### src/sv/mfpd_pkg.sv
// ----------------------------------------------------------------------------
// Motor fault persistence detector package
// Shared widths, register indexes, word layouts and control types.
// ----------------------------------------------------------------------------
package mfpd_pkg;

    localparam int HOLD_WIDTH   = 16;
    localparam int CUR_W        = 12;
    localparam int CMD_W        = 10;
    localparam int SPD_W        = 16;
    localparam int ERR_W        = 8;
    localparam int HOLD_REG_W   = 16;
    localparam int CFG_IDX_W    = 3;
    localparam int CFG_DATA_W   = 16;
    localparam int NUM_DET      = 4;
    localparam int IN_DATA_W    = 48;
    localparam int OUT_DATA_W   = 16;

    localparam int DET_OVER     = 0;
    localparam int DET_ENC      = 1;
    localparam int DET_LOCK     = 2;
    localparam int DET_BREAK    = 3;

    typedef enum logic [CFG_IDX_W-1:0] {
        REG_OVER_LEVEL   = 3'd0,
        REG_OVER_HOLD    = 3'd1,
        REG_ENC_LEVEL    = 3'd2,
        REG_LOCK_LEVEL   = 3'd3,
        REG_BREAK_LEVEL  = 3'd4,
        REG_STALL_SPEED  = 3'd5,
        REG_QUAL_HOLD    = 3'd6,
        REG_FAULT_CODE   = 3'd7
    } t_reg_idx;

    localparam logic ACT_CHECK = 1'b0;
    localparam logic ACT_TICK  = 1'b1;

    typedef struct packed {
        logic [CUR_W-1:0]      over_level;
        logic [HOLD_REG_W-1:0] over_hold;
        logic [CUR_W-1:0]      enc_level;
        logic [CUR_W-1:0]      lock_level;
        logic [CUR_W-1:0]      break_level;
        logic [SPD_W-1:0]      stall_speed;
        logic [HOLD_REG_W-1:0] qual_hold;
        logic [ERR_W-1:0]      fault_code;
    } t_cfg;

    typedef struct packed {
        logic [ERR_W-1:0] error_in;
        logic [SPD_W-1:0] motor_speed;
        logic [CUR_W-1:0] measured_current;
        logic [CMD_W-1:0] command_current;
        logic             drive_en;
    } t_check;

    typedef struct packed {
        logic check;
        logic tick;
        logic cond;
    } t_det_ctl;

endpackage

### src/sv/mfpd_cfg.sv
// ----------------------------------------------------------------------------
// Motor fault persistence detector configuration registers
// Write-only register file, always ready, reset to the default thresholds.
// ----------------------------------------------------------------------------
module mfpd_cfg (
    input  logic                          i_clk,
    input  logic                          i_rst_n,
    input  logic                          i_cfg_valid,
    output logic                          o_cfg_ready,
    input  logic [mfpd_pkg::CFG_IDX_W-1:0]  i_cfg_index,
    input  logic [mfpd_pkg::CFG_DATA_W-1:0] i_cfg_data,
    output mfpd_pkg::t_cfg                o_cfg
);
    import mfpd_pkg::*;

    t_cfg r_cfg;
    t_cfg n_cfg;

    assign o_cfg_ready = 1'b1;
    assign o_cfg       = r_cfg;

    always_comb begin
        n_cfg = r_cfg;
        if (i_cfg_valid) begin
            unique case (t_reg_idx'(i_cfg_index))
                REG_OVER_LEVEL:  n_cfg.over_level  = i_cfg_data[CUR_W-1:0];
                REG_OVER_HOLD:   n_cfg.over_hold   = i_cfg_data[HOLD_REG_W-1:0];
                REG_ENC_LEVEL:   n_cfg.enc_level   = i_cfg_data[CUR_W-1:0];
                REG_LOCK_LEVEL:  n_cfg.lock_level  = i_cfg_data[CUR_W-1:0];
                REG_BREAK_LEVEL: n_cfg.break_level = i_cfg_data[CUR_W-1:0];
                REG_STALL_SPEED: n_cfg.stall_speed = i_cfg_data[SPD_W-1:0];
                REG_QUAL_HOLD:   n_cfg.qual_hold   = i_cfg_data[HOLD_REG_W-1:0];
                REG_FAULT_CODE:  n_cfg.fault_code  = i_cfg_data[ERR_W-1:0];
                default:         n_cfg = r_cfg;
            endcase
        end
    end

    always_ff @(posedge i_clk) begin
        if (!i_rst_n) begin
            r_cfg.over_level  <= CUR_W'(4095);
            r_cfg.over_hold   <= HOLD_REG_W'(1000);
            r_cfg.enc_level   <= CUR_W'(8);
            r_cfg.lock_level  <= CUR_W'(40);
            r_cfg.break_level <= CUR_W'(4);
            r_cfg.stall_speed <= SPD_W'(1);
            r_cfg.qual_hold   <= HOLD_REG_W'(1000);
            r_cfg.fault_code  <= ERR_W'(1);
        end else begin
            r_cfg <= n_cfg;
        end
    end

endmodule

### src/sv/mfpd_det.sv
// ----------------------------------------------------------------------------
// Motor fault persistence detector channel
// One armed flag and one saturating hold counter; fires on a persistent
// condition once the counter has run down.
// ----------------------------------------------------------------------------
module mfpd_det (
    input  logic                           i_clk,
    input  logic                           i_rst_n,
    input  mfpd_pkg::t_det_ctl             i_ctl,
    input  logic [mfpd_pkg::HOLD_REG_W-1:0] i_hold,
    output logic                           o_fire
);
    import mfpd_pkg::*;

    logic                  r_armed;
    logic                  n_armed;
    logic [HOLD_WIDTH-1:0] r_cnt;
    logic [HOLD_WIDTH-1:0] n_cnt;

    assign o_fire = i_ctl.check && i_ctl.cond && r_armed && (r_cnt == '0);

    always_comb begin
        n_armed = r_armed;
        n_cnt   = r_cnt;
        if (i_ctl.check) begin
            if (!i_ctl.cond) begin
                n_armed = 1'b0;
            end else if (!r_armed) begin
                n_armed = 1'b1;
                n_cnt   = HOLD_WIDTH'(i_hold);
            end
        end
        if (i_ctl.tick && (r_cnt != '0)) begin
            n_cnt = r_cnt - HOLD_WIDTH'(1);
        end
    end

    always_ff @(posedge i_clk) begin
        if (!i_rst_n) begin
            r_armed <= 1'b0;
            r_cnt   <= '0;
        end else begin
            r_armed <= n_armed;
            r_cnt   <= n_cnt;
        end
    end

endmodule

### src/sv/motor_fault_persistence_detector_core.sv
// ----------------------------------------------------------------------------
// Motor fault persistence detector core
// Overcurrent, encoder fault, motor lock and open circuit detectors with
// hold-time qualification and error code substitution.
// ----------------------------------------------------------------------------
// Input words arrive on the s_axis channel; s_axis_tuser selects a check
// (0) or a timer tick (1). A check word yields exactly one result word on
// m_axis; a tick word only decrements the hold counters and yields nothing.
// Each word passes an input register, then the detectors and a result
// register, which presents each check result on m_axis. One word
// per cycle is accepted while m_axis keeps up; the result register holds a
// waiting word, and s_axis_tready drops only when both the input and result
// registers are full and m_axis_tready is low (a tick still drains then).
// Configuration words on the cfg channel are always taken and must be sent
// while the block is idle. Reset (synchronous, active low) clears both
// registers, disarms all detectors, zeroes the hold counters and restores
// default thresholds.
// ----------------------------------------------------------------------------
module motor_fault_persistence_detector_core (
    input  logic                              i_clk,
    input  logic                              i_rst_n,
    input  logic                              s_axis_tvalid,
    output logic                              s_axis_tready,
    // drive_en, command_current, measured_current, motor_speed, error_in
    input  logic [mfpd_pkg::IN_DATA_W-1:0]    s_axis_tdata,
    // action
    input  logic                              s_axis_tuser,
    output logic                              m_axis_tvalid,
    input  logic                              m_axis_tready,
    // error_code, overcurrent_fault, encoder_fault, lock_fault, break_fault
    output logic [mfpd_pkg::OUT_DATA_W-1:0]   m_axis_tdata,
    input  logic                              i_cfg_valid,
    output logic                              o_cfg_ready,
    input  logic [mfpd_pkg::CFG_IDX_W-1:0]    i_cfg_index,
    input  logic [mfpd_pkg::CFG_DATA_W-1:0]   i_cfg_data
);
    import mfpd_pkg::*;

    t_cfg                  cfg;
    logic                  r_in_vld;
    logic                  r_in_tick;
    t_check                r_in;
    logic                  r_out_vld;
    logic [OUT_DATA_W-1:0] r_out;
    logic                  go;
    logic                  cmd_ok;
    logic                  stalled;
    logic [NUM_DET-1:0]    cond;
    logic [NUM_DET-1:0]    fire;
    t_det_ctl              ctl [NUM_DET];
    logic [HOLD_REG_W-1:0] hold [NUM_DET];
    logic [ERR_W-1:0]      code;

    mfpd_cfg u_cfg (
        .i_clk       (i_clk),
        .i_rst_n     (i_rst_n),
        .i_cfg_valid (i_cfg_valid),
        .o_cfg_ready (o_cfg_ready),
        .i_cfg_index (i_cfg_index),
        .i_cfg_data  (i_cfg_data),
        .o_cfg       (cfg)
    );

    assign go            = r_in_vld && (r_in_tick || !r_out_vld || m_axis_tready);
    assign s_axis_tready = !r_in_vld || go;

    always_ff @(posedge i_clk) begin
        if (!i_rst_n) begin
            r_in_vld <= 1'b0;
        end else if (s_axis_tready) begin
            r_in_vld <= s_axis_tvalid;
        end
    end

    always_ff @(posedge i_clk) begin
        if (s_axis_tready && s_axis_tvalid) begin
            r_in_tick <= s_axis_tuser;
            r_in      <= t_check'(s_axis_tdata[$bits(t_check)-1:0]);
        end
    end

    assign cmd_ok  = r_in.command_current != '0;
    assign stalled = r_in.motor_speed <= cfg.stall_speed;

    assign cond[DET_OVER]  = r_in.drive_en && (r_in.measured_current >= cfg.over_level);
    assign cond[DET_ENC]   = r_in.drive_en && cmd_ok && stalled
                             && (r_in.measured_current >= cfg.enc_level);
    assign cond[DET_LOCK]  = r_in.drive_en && cmd_ok && stalled
                             && (r_in.measured_current >= cfg.lock_level);
    assign cond[DET_BREAK] = r_in.drive_en && cmd_ok
                             && (r_in.measured_current <= cfg.break_level);

    assign hold[DET_OVER]  = cfg.over_hold;
    assign hold[DET_ENC]   = cfg.qual_hold;
    assign hold[DET_LOCK]  = cfg.qual_hold;
    assign hold[DET_BREAK] = cfg.qual_hold;

    for (genvar g = 0; g < NUM_DET; g++) begin : g_det
        assign ctl[g].check = go && (r_in_tick == ACT_CHECK);
        assign ctl[g].tick  = go && (r_in_tick == ACT_TICK);
        assign ctl[g].cond  = cond[g];

        mfpd_det u_det (
            .i_clk   (i_clk),
            .i_rst_n (i_rst_n),
            .i_ctl   (ctl[g]),
            .i_hold  (hold[g]),
            .o_fire  (fire[g])
        );
    end

    assign code = (|fire) ? cfg.fault_code : r_in.error_in;

    always_ff @(posedge i_clk) begin
        if (!i_rst_n) begin
            r_out_vld <= 1'b0;
        end else if (go && (r_in_tick == ACT_CHECK)) begin
            r_out_vld <= 1'b1;
        end else if (m_axis_tready) begin
            r_out_vld <= 1'b0;
        end
    end

    always_ff @(posedge i_clk) begin
        if (go && (r_in_tick == ACT_CHECK)) begin
            r_out <= {(OUT_DATA_W - ERR_W - NUM_DET)'(0), fire, code};
        end
    end

    assign m_axis_tvalid = r_out_vld;
    assign m_axis_tdata  = r_out;

    a_stall_needs_word: assert property (@(posedge i_clk) disable iff (!i_rst_n)
        !s_axis_tready |-> (r_in_vld && r_out_vld && !m_axis_tready))
        else $error("input stalled without a pending word");

    a_tick_no_result: assert property (@(posedge i_clk) disable iff (!i_rst_n)
        (r_in_vld && r_in_tick && m_axis_tvalid && m_axis_tready) |=> !m_axis_tvalid)
        else $error("tick word produced a result");

    a_fire_needs_check: assert property (@(posedge i_clk) disable iff (!i_rst_n)
        (|fire) |-> (go && (r_in_tick == ACT_CHECK)))
        else $error("detector fired outside a check");

endmodule

### config.mk
export PLATFORM = sky130hd
export DESIGN_NAME = motor_fault_persistence_detector_core
export DESIGN_NICKNAME = d
export VERILOG_FILES = /design/src/sv/mfpd_pkg.sv /design/src/sv/mfpd_cfg.sv /design/src/sv/mfpd_det.sv /design/src/sv/motor_fault_persistence_detector_core.sv
export SDC_FILE = /design/constraint.sdc
export NUM_CORES = 1
export LEC_CHECK = 0
export ABC_AREA = 1
export BUFFER_PORTS_ARGS = -buffer_cell sky130_fd_sc_hd__buf_2
export CAP_MARGIN = 15
export CORE_AREA = 2 2 150 152
export DETAILED_ROUTE_END_ITERATION = 8
export DIE_AREA = 0 0 152 154
export GPL_ROUTABILITY_DRIVEN = 0
export PLACE_DENSITY = 0.73
export SYNTH_ARGS = -nofsm -noshare
export SYNTH_HDL_FRONTEND = slang
export SYNTH_SLANG_ARGS = --single-unit
### constraint.sdc
create_clock -name i_clk -period 4.54 [get_ports i_clk]
set_input_delay 0.908 -clock i_clk [delete_from_list [all_inputs] [get_ports i_clk]]
set_output_delay 0.908 -clock i_clk [all_outputs]
set_load 0.01 [all_outputs]
==> flow_metrics.py, run 1 <==
metrics = {
    "sta": {
        "grt_setup_unrepaired": "no",
        "hold_viol_final": 0,
        "min_period_ps": 2680,
        "final-setup-viol-count": 0,
        "maxSlewViolCount": 0,
        "post-route-period-util_pct": 59.0,
        "setup_tns_ps": 0,
        "clock_skew_ps": 25.3,
        "max_freq_ghz": 0.373,
        "max_slew_margin_pct": 39.0,
        "tightest_slew_ps": 914,
    },
    "place": {
        "dp_cells": 1853,
        "io_buffers": 85,
        "dp_hpwl_um": 19800,
    },
    "clocking": {
        "postCtsSetupBuffers": 0,
        "cts_sinks": 234,
        "h-tree-depth": 1,
        "cts_root_buf": "clkbuf_16",
        "clk_pin_slew_ps": 60,
        "cts_resized": 0,
        "cts_buffers": 27,
        "holdBufCountCts": 0,
        "clk_latency_ps": 550,
        "clockBufferDepth": 3,
        "cts_tree": "yes",
    },
    "synth": {
        "yosys.cell_count.top_type": "nand2_1",
        "ys_async_sr_fraction_pct": 0,
        "ys_seq_elements": 234,
        "ys_types": 38,
        "netlist_instances": 1535,
        "synth_area_leaders": "dfxtp_1 (29%), edfxtp_1 (15%), nand2_1 (9.4%), ha_1 (7.6%), nor2_1 (6.0%)",
        "ys_seq_area_share_pct": 44.6,
        "syn_avg_cell_area_um2": 7.72,
        "netlist_area_um2": 11800,
        "synthFlopType": "dfxtp_1",
        "netlist.area_leader.share_pct": 29.4,
        "synth_edf_count": 60,
        "yosysTopAreaCell": "dfxtp_1",
        "ys_warn_count": 0,
        "synth_top_cells_by_count": "nand2_1 (298), nor2_1 (188), dfxtp_1 (174)",
    },
    "route": {
        "drt_iter0_drc": 751,
        "viasPerCell": 5.36,
        "firstDrtPassIters": 5,
        "num_vias": 10200,
        "antenna_left": 0,
        "wl_per_cell_um": 15.2,
        "drt_wl_total_um": 28900,
        "drc": 0,
    },
    "worst_setup_path": {
        "cp_max_fo": 31,
        "worstSetupPathType": "flip-flop to flip-flop",
        "rrSetupSlack_ps": 1860,
        "regToRegEndpoint": "g_det[2].u_det.r_cnt[6]",
        "reg2reg_from": "g_det[2].u_det.r_cnt[0]",
        "r2r_cells": 9,
        "critPathCaptureType": "flip-flop",
        "critPathArrivalTime_ps": 3060,
        "worstPathRequired_ps": 4920,
        "critPathLaunchType": "flip-flop",
    },
    "power_and_ir_drop": {
        "seq_power_share_pct": 42.2,
        "leakage_nw": 6.00,
        "p_total_mw": 5.54,
        "p_sw_mw": 1.62,
        "p_sw_share_pct": 29.2,
        "ir_drop_v": 0.000361,
        "intPower_mw": 3.93,
        "p_per_area_nw_per_um2": 416,
        "comb_power_share_pct": 18.2,
        "clkPwrFrac_pct": 39.5,
    },
    "min_path": {
        "worstHoldPathType": "flip-flop to flip-flop",
        "worstHoldPathCells": 2,
        "hold_end": "u_cfg.o_cfg[38]",
        "hp-start": "u_cfg.o_cfg[38]",
    },
    "grt": {
        "grt_overflow": 0,
        "grt.total_usage_pct": 24.4,
        "antenna_found_initial": 2,
        "grt_max_degree": 87,
        "grt_pass1_vias": 9274,
        "grt_pass1_wl_um": 46900,
    },
    "run_status": {
        "status": "finished, final reports clean",
    },
    "run": {
        "maxCapViolCount": 0,
    },
    "floorplanning": {
        "num_io_pins": 92,
        "dieArea_um2": 23400,
        "die-width_um": 152,
        "die_y_um": 154,
        "core_area_um2": 21700,
        "num_rows": 54,
        "initial_utilization_pct": 54.6,
    },
    "finish": {
        "syn_to_final_growth_pct": 12.5,
        "fin_nets": 1747,
        "final_cells": 1904,
        "drive_gt1_share_pct": 9.18,
    },
}
## layer usage
layer / up-vias / GRT usage (%) / share of wire (%)
li1: 5221 / - / -
met1: 4652 / 34.7 / 47
met2: 269 / 39.3 / 45
met3: 56 / 3.58 / 6.0
met4: 2 / 5.83 / 2.4
met5: - / 0 / 0.024
## through the flow
step                      utilization (%)  worst slack [ps]  cell area, µm²  hold slack (ps)
after floorplan                         -               556           11900              429
after global placement               57.3              1730           12400              442
after detailed placement             57.3              1700           12400              451
after CTS                            61.5              1880           13300              460
after global routing                 61.5              1630           13300              479
final                                61.5              1860           13300              460
## cell type report
type	instances	area, µm²
Antenna cell	1	2.50
Fill cell	1927	8360
Timing Repair Buffer	93	488
Clock inverter	13	159
Sequential cell	234	5290
Inverter	178	668
Clock buffer	37	733
Multi-Input combinational cell	1068	5640
Tap cell	280	350
## power by group through the flow
stage | logic, mW | registers, mW | clock network (mW)
floorplan | 0.772 | 2.36 | 0
global placement | 0.978 | 2.38 | 0
detailed placement | 0.995 | 2.38 | 0
CTS | 1.00 | 2.34 | 2.21
global route | 1.16 | 2.35 | 2.30
finish | 1.01 | 2.34 | 2.19
## cells by family (layout without fill, tap and decap cells)
family	Yosys count	after routing	synth area share, %
AO/OA/AOI/OAI	298	298	13.5
XOR/XNOR	32	32	2.37
adder cells (fa/ha/maj)	72	72	7.60
buffers and inverters	236	321	7.96
flip-flops	234	234	44.6
multiplexers	1	1	0.0845
other	2	6	0.0634
AND/OR/NAND/NOR	660	660	23.8
## registers in the layout, summed over array words and instances, names as in the netlist
signal and cells:
r_in 47, g_det.u_det.r_armed 4, m_axis_tvalid 1, r_in_vld 1, m_axis_tdata 12, u_cfg.o_cfg 104, r_in_tick 1, g_det.u_det.r_cnt 64
## critical path: stages (launching register included)
cell and delay (ps):
dfxtp_1 310, inv_1 130, ha_1 180, nand3_1 90
nor3_1 130, nand4_1 160, nand2_1 690, nand2_1 530
nand3_1 200, a21oi_1 80
## how the worst max path moves through the flow
stage	start	end	slack, ps	cells after the start
2_1_floorplan	m_axis_tready	r_in[0]	560	4
3_3_place_gp	m_axis_tready	g_det[1].u_det.r_cnt[1]	1730	10
3_5_place_dp	m_axis_tready	g_det[1].u_det.r_cnt[1]	1700	10
4_1_cts	r_in[20]	g_det[0].u_det.r_cnt[14]	1880	10
5_1_grt	r_in[20]	g_det[0].u_det.r_cnt[14]	1630	10
6_report	g_det[2].u_det.r_cnt[0]	g_det[2].u_det.r_cnt[6]	1860	9
## cells in the final DEF, fill, tap and decap left out, drive strengths merged
cell type,count
clkbuf,37
o21bai,3
diode,1
clkinv,9
buf,93
a31oi,5
a211oi,5
and2,2
o21a,3
xnor2,9
conb,5
or2,2
inv,179
bufinv,3
nor3b,2
nand4,27
nand3,121
nor3,15
ha,72
xor2,23
nand2,299
nor4,4
edfxtp,60
a21o,4
a21oi,130
mux2i,1
o21ai,121
a22oi,3
dfxtp,174
nor2,188
o211ai,24
Power figures use the tool's default switching activity.
==> inputs of run 2 (changes only) <==
--- a/config.mk
+++ b/config.mk
@@ -5,14 +5,14 @@
 export SDC_FILE = /design/constraint.sdc
 export NUM_CORES = 1
 export LEC_CHECK = 0
-export ABC_AREA = 1
+export ABC_AREA = 0
 export BUFFER_PORTS_ARGS = -buffer_cell sky130_fd_sc_hd__buf_2
 export CAP_MARGIN = 15
-export CORE_AREA = 2 2 150 152
+export CORE_AREA = 2 2 147 149
 export DETAILED_ROUTE_END_ITERATION = 8
-export DIE_AREA = 0 0 152 154
+export DIE_AREA = 0 0 149 151
 export GPL_ROUTABILITY_DRIVEN = 0
-export PLACE_DENSITY = 0.73
+export PLACE_DENSITY = 0.75
 export SYNTH_ARGS = -nofsm -noshare
 export SYNTH_HDL_FRONTEND = slang
 export SYNTH_SLANG_ARGS = --single-unit
==> constraint.sdc (replaced) <==
create_clock -name i_clk -period 2.4 [get_ports i_clk]
set_input_delay 0.48 -clock i_clk [delete_from_list [all_inputs] [get_ports i_clk]]
set_output_delay 0.48 -clock i_clk [all_outputs]
set_load 0.01 [all_outputs]
==> run 2 against run 1 <==
The flow now finishes with violations (negative setup slack). Count of clock-buffer cells in the layout grew 2. Highest routed layer is now met4. Final cell count shrank 11%. Cell area up 6.4%. Global-route usage is 1.8 points higher. Largest power group unchanged. Largest cell class unchanged.
==> flow_metrics.py, run 2 <==
metrics = {
    "route": {
        "drc": 0,
        "wl_met1_um": 12800,
        "viasPerCell": 5.79,
        "wl_met3_um": 2250,
        "drt_wl_total_um": 31100,
        "firstDrtPassIters": 5,
        "top_layer": "met4",
        "dr_wl_met2_um": 15300,
        "antenna_left": 0,
        "wl_per_cell_um": 18.3,
        "drt_iter0_drc": 797,
        "num_vias": 9848,
    },
    "sta": {
        "layout_setup_ws_ps": -217,
        "setup_tns_ps": -8240,
        "hold_viol_final": 0,
        "final-setup-viol-count": 69,
        "clock_skew_ps": 8.93,
        "max_slew_margin_pct": 51.7,
        "grt_setup_unrepaired": "yes",
        "tightest_slew_ps": 725,
        "maxSlewViolCount": 0,
        "min_period_ps": 2620,
        "post-route-period-util_pct": 109,
        "max_freq_ghz": 0.382,
    },
    "floorplanning": {
        "die-width_um": 149,
        "dieArea_um2": 22500,
        "die_y_um": 151,
        "num_rows": 53,
        "core_area_um2": 20800,
        "num_io_pins": 92,
        "initial_utilization_pct": 53.6,
    },
    "synth": {
        "ys_async_sr_fraction_pct": 0,
        "synth_top_cells_by_count": "nand2_1 (239), dfxtp_1 (174), a21oi_1 (146)",
        "synth_edf_count": 60,
        "ys_warn_count": 0,
        "ys_seq_area_share_pct": 47.4,
        "netlist_area_um2": 11200,
        "syn_avg_cell_area_um2": 8.97,
        "ys_types": 66,
        "synthFlopType": "dfxtp_1",
        "netlist.area_leader.share_pct": 31.2,
        "ys_seq_elements": 234,
        "synth_area_leaders": "dfxtp_1 (31%), edfxtp_1 (16%), ha_1 (8.1%), nand2_1 (8.0%), a21oi_1 (6.5%)",
        "yosysTopAreaCell": "dfxtp_1",
        "netlist_instances": 1244,
        "yosys.cell_count.top_type": "nand2_1",
    },
    "power_and_ir_drop": {
        "p_sw_share_pct": 30.6,
        "intPower_mw": 8.26,
        "seq_power_share_pct": 39.4,
        "p_per_area_nw_per_um2": 839,
        "comb_power_share_pct": 27.1,
        "p_sw_mw": 3.64,
        "clkPwrFrac_pct": 33.6,
        "p_total_mw": 11.9,
        "leakage_nw": 5.61,
        "ir_drop_v": 0.000757,
    },
    "clocking": {
        "clockBufferDepth": 3,
        "cts_buffers": 26,
        "holdBufCountCts": 0,
        "cts_tree": "yes",
        "clk_latency_ps": 520,
        "cts_sinks": 234,
        "cts_root_buf": "clkbuf_16",
        "h-tree-depth": 1,
        "clk_pin_slew_ps": 60,
    },
    "grt": {
        "grt_max_degree": 74,
        "grt_overflow": 0,
        "grt_pass1_vias": 9171,
        "antenna_found_initial": 0,
        "grt_pass1_wl_um": 46600,
        "grt.total_usage_pct": 26.1,
    },
    "worst_setup_path": {
        "rrSetupSlack_ps": -220,
        "reg2reg_from": "r_in[28]",
        "r2r_cells": 9,
        "worstPathRequired_ps": 2670,
        "critPathArrivalTime_ps": 2880,
        "worstSetupPathType": "flip-flop to flip-flop",
        "critPathLaunchType": "flip-flop",
        "cp_max_fo": 8,
        "critPathCaptureType": "flip-flop",
        "regToRegEndpoint": "m_axis_tdata[1]",
    },
    "run_status": {
        "status": "finished with violations",
        "violations": "negative setup slack",
    },
    "finish": {
        "largest_register_ff_count": 104,
        "syn_to_final_growth_pct": 27.1,
        "num-fill-cells": 1632,
        "final_cell_mix": "nand2_1 (231), dfxtp_1 (170), a21oi_1 (129)",
        "drive_gt1_share_pct": 25.1,
        "fin_nets": 1552,
        "antenna_cells": 0,
        "final_cells": 1701,
        "final_common_cell": "nand2_1",
    },
    "min_path": {
        "worstHoldPathType": "primary input to flip-flop",
        "worstHoldPathCells": 1,
        "hold_end": "r_in[18]",
        "hp-start": "s_axis_tdata[18]",
    },
    "place": {
        "dp_cells": 1629,
        "post-place-ws_ps": -308,
        "io_buffers": 85,
        "dp_hpwl_um": 20000,
    },
    "run": {
        "maxCapViolCount": 0,
    },
}
[run 2: changes by cell type after synthesis, sizes merged, moves of 13 or more]
cell	change
a21oi	+16
nand3	-90
inv	-83
nand4	-13
nor2	-129
o21ai	-102
clkbuf	+15
xor2	-20
nand2	-60
[run 2: worst max-delay path by stage]
stage / cells past startpoint / startpoint / to / slack (ps)
floorplan: 9 / r_in[32] / m_axis_tdata[0] / -40
global placement: 10 / r_in[12] / m_axis_tdata[7] / -300
detailed placement: 10 / r_in[12] / m_axis_tdata[7] / -310
CTS: 9 / r_in[28] / m_axis_tdata[1] / -280
global route: 9 / r_in[28] / m_axis_tdata[1] / -290
finish: 9 / r_in[28] / m_axis_tdata[1] / -220
[run 2: what timing repair did]
action / 4_1_cts / 5_1_grt
setup endpoints to repair: 70 / 72
gates cloned: 1 / 10
buffers inserted: 1 / 13
gates resized for setup: 14 / 120
pin swaps: 3 / 58
[run 2: routing by layer]
layer  up-vias  global-route usage, %
li1       4735                      -
met1      4688                   33.9
met2       372                   45.2
met3        53                   4.10
met4         0                   7.90
met5         -                      0
[run 2: cell type report]
cell class              instances  area, µm²  share of cell area (%)
multi-input cells             854       5780                    40.8
flip-flops and latches        234       5290                    37.3
repair buffers                198       1560                    11.0
clock buffers                  39        771                    5.43
inverters                      93        350                    2.47
well taps                     275        344                    2.43
clock inverters                 8       90.1                   0.635
[run 2: cell families (layout without fill, tap and decap cells)]
logic type               count (synthesis)  after routing  share of synthesized area, %
multiplexers                            17             17                          1.89
AO/OA/AOI/OAI                          295            295                          16.9
adder cells (fa/ha/maj)                 72             72                          8.07
buffers and inverters                  159            338                          5.85
flip-flops                             234            234                          47.4
other                                    2              5                        0.0673
XOR/XNOR                                 3              3                         0.235
AND/OR/NAND/NOR                        462            462                          19.6
[run 2: metrics by stage]
step | instance area (µm²) | util (%) | hold WS, ps
after global routing | 14200 | 68.1 | 115
after CTS | 13400 | 64.2 | 119
after floorplan | 11200 | - | 432
after global placement | 12400 | 59.6 | 442
final | 14200 | 68.1 | 129
after detailed placement | 12400 | 59.6 | 447
[run 2: worst max-delay path, stage by stage (launching register included)]
cell and delay, ps:
edfxtp_1 440, ha_4 300, nand4_1 80, nor4_2 260, a21bo_2 260, a41o_4 240
nand4_1 80, o2111a_2 240, buf_12 140, mux2_4 310
[run 2: power groups by stage]
stage	registers, mW	logic (mW)	clock network, mW
6_report	4.69	3.22	3.99
3_3_place_gp	4.73	2.70	0
3_5_place_dp	4.74	2.78	0
2_1_floorplan	4.70	1.85	0
5_1_grt	4.73	3.51	4.19
4_1_cts	4.67	2.84	4.04
==> inputs of run 3 (changes only) <==
--- a/config.mk
+++ b/config.mk
@@ -8,11 +8,12 @@
 export ABC_AREA = 0
 export BUFFER_PORTS_ARGS = -buffer_cell sky130_fd_sc_hd__buf_2
 export CAP_MARGIN = 15
-export CORE_AREA = 2 2 147 149
+export CORE_AREA = 2 2 135 163
 export DETAILED_ROUTE_END_ITERATION = 8
-export DIE_AREA = 0 0 149 151
+export DIE_AREA = 0 0 137 165
 export GPL_ROUTABILITY_DRIVEN = 0
 export PLACE_DENSITY = 0.75
 export SYNTH_ARGS = -nofsm -noshare
 export SYNTH_HDL_FRONTEND = slang
 export SYNTH_SLANG_ARGS = --single-unit
+export TNS_END_PERCENT = 20
==> run 3 against run 2 <==
The run still ends with negative setup slack left. Routed wire length shrank 3.5%. Total power is 4.5% lower. Critical path type unchanged. Largest cell class unchanged. Hold slack lost 11 ps. Clock power is 5% lower. Combinational power down 9.6%. Cell area shrank 4.5%. Sequential share of layout area is 1.7 points higher. Global-route usage is essentially flat. Sequential power barely moved. Largest power group unchanged. Register-to-register slack worse by 70 ps.
==> flow_metrics.py, run 3 (synthesis gave the netlist of run 2 again) <==
metrics = {
    "floorplanning": {
        "num_rows": 58,
        "num_io_pins": 92,
        "dieArea_um2": 22600,
        "die_y_um": 165,
        "core_area_um2": 20900,
        "initial_utilization_pct": 53.4,
        "die-width_um": 137,
    },
    "sta": {
        "max_freq_ghz": 0.372,
        "clock_skew_ps": 30.5,
        "min_period_ps": 2690,
        "setup_tns_ps": -7560,
        "maxSlewViolCount": 0,
        "hold_viol_final": 0,
        "tightest_slew_ps": 683,
        "layout_setup_ws_ps": -286,
        "grt_setup_unrepaired": "yes",
        "max_slew_margin_pct": 54.4,
        "final-setup-viol-count": 55,
        "post-route-period-util_pct": 112,
    },
    "finish": {
        "final_cell_mix": "nand2_1 (238), dfxtp_1 (173), a21oi_1 (139)",
        "antenna_cells": 0,
        "final_common_cell": "nand2_1",
        "final_cells": 1681,
        "num-fill-cells": 1723,
        "syn_to_final_growth_pct": 21.4,
        "fin_nets": 1538,
        "final_util_pct": 64.8,
        "drive_gt1_share_pct": 20.6,
        "largest_register_ff_count": 104,
    },
    "route": {
        "viasPerCell": 5.74,
        "antenna_left": 0,
        "drt_iter0_drc": 690,
        "drt_wl_total_um": 30000,
        "drc": 0,
        "firstDrtPassIters": 5,
        "num_vias": 9656,
        "wl_per_cell_um": 17.9,
    },
    "worst_setup_path": {
        "critical-path-slowest-cell": "edfxtp_1",
        "regToRegEndpoint": "g_det[3].u_det.r_cnt[8]",
        "cp_top_family": "simple AND/OR/NAND/NOR gates",
        "crit_path_end": "g_det[3].u_det.r_cnt[8]",
        "worst-path-buf-inv": 4,
        "cp_max_fo": 14,
        "critPathArrivalTime_ps": 3090,
        "path_depth": 11,
        "reg2reg_from": "r_in[22]",
        "crit_path_cell_trace": "ha_1, nand4_1, or3_4, o311ai_2, buf_4, buf_4, nand3b_1, buf_4, clkbuf_16, o211a_1, o21a_1",
        "rrSetupSlack_ps": -290,
        "worstPathRequired_ps": 2800,
        "cpMostUsedCell": "buf_4",
        "critPathLaunchType": "flip-flop",
        "startpoint": "r_in[22]",
        "worstSetupPathType": "flip-flop to flip-flop",
        "cpPeakStageDelay_ps": 490,
        "r2r_cells": 11,
        "critPathCaptureType": "flip-flop",
    },
    "power_and_ir_drop": {
        "p_per_area_nw_per_um2": 839,
        "p_total_mw": 11.4,
        "ir_drop_v": 0.000606,
        "leakage_nw": 5.39,
    },
    "clocking": {
        "clk_pin_slew_ps": 60,
        "holdBufCountCts": 0,
        "cts_buffers": 24,
        "h-tree-depth": 1,
        "cts_tree": "yes",
        "clockBufferDepth": 3,
        "cts_root_buf": "clkbuf_16",
        "cts_sinks": 234,
        "clk_latency_ps": 530,
    },
    "grt": {
        "grt_pass1_wl_um": 46500,
        "grt_max_degree": 56,
        "grt_overflow": 0,
        "grt_pass1_vias": 9453,
        "grt.total_usage_pct": 26.2,
        "antenna_found_initial": 1,
    },
    "place": {
        "dp_cells": 1619,
        "dp_hpwl_um": 20800,
        "io_buffers": 85,
    },
    "run": {
        "maxCapViolCount": 0,
    },
    "min_path": {
        "worstHoldPathType": "primary input to flip-flop",
    },
    "run_status": {
        "status": "finished with violations",
        "violations": "negative setup slack",
    },
}
[run 3: area by class of cell]
type | count | area (µm²) | share of cell area, %
clock buffer | 35 | 728 | 5.37
multi-input combinational | 854 | 5460 | 40.3
tap | 270 | 338 | 2.49
sequential | 234 | 5290 | 39.0
inverter | 93 | 350 | 2.59
timing repair buffer | 186 | 1300 | 9.61
clock inverter | 9 | 87.6 | 0.646
[run 3: per-layer routing]
layer / GRT usage (%) / routed length (µm)
met1: 30.9 / 11900
met2: 46.9 / 15100
met3: 3.62 / 1770
met4: 11.6 / 1250
met5: 0 / 0
[run 3: metrics by stage]
stage	hold WS, ps	area, µm²	setup slack (ps)
after floorplan	432	11200	-161
after global placement	442	12300	-482
after detailed placement	446	12300	-560
after CTS	106	13300	-218
after global routing	109	13500	-357
final	118	13500	-286
[run 3: report_power, final]
group / internal (mW) / leakage [nW] / switching (mW)
Sequential: 4.40 / 1.99 / 0.267
Combinational: 1.32 / 2.99 / 1.59
Clock: 2.22 / 0.403 / 1.56
Total: 7.94 / 5.39 / 3.42
[run 3: timing repair]
| action | in CTS | in global routing |
|---|---|---|
| buffers inserted | 9 | 8 |
| cloned | 0 | 1 |
| endpoints found under the setup margin | 67 | 71 |
| gates resized for setup | 22 | 29 |
| pin swaps | 16 | 12 |
[run 3: worst min-delay path by stage]
stage                                   startpoint  slack (ps)                       end  cells past startpoint
final                              s_axis_tdata[7]         120                   r_in[7]                      1
after global routing               s_axis_tdata[8]         110                   r_in[8]                      1
after CTS                          s_axis_tdata[8]         110                   r_in[8]                      1
after detailed placement           u_cfg.o_cfg[32]         450           u_cfg.o_cfg[32]                      2
after global placement             u_cfg.o_cfg[20]         440           u_cfg.o_cfg[20]                      2
after floorplan           g_det[0].u_det.r_cnt[13]         430  g_det[0].u_det.r_cnt[13]                      2
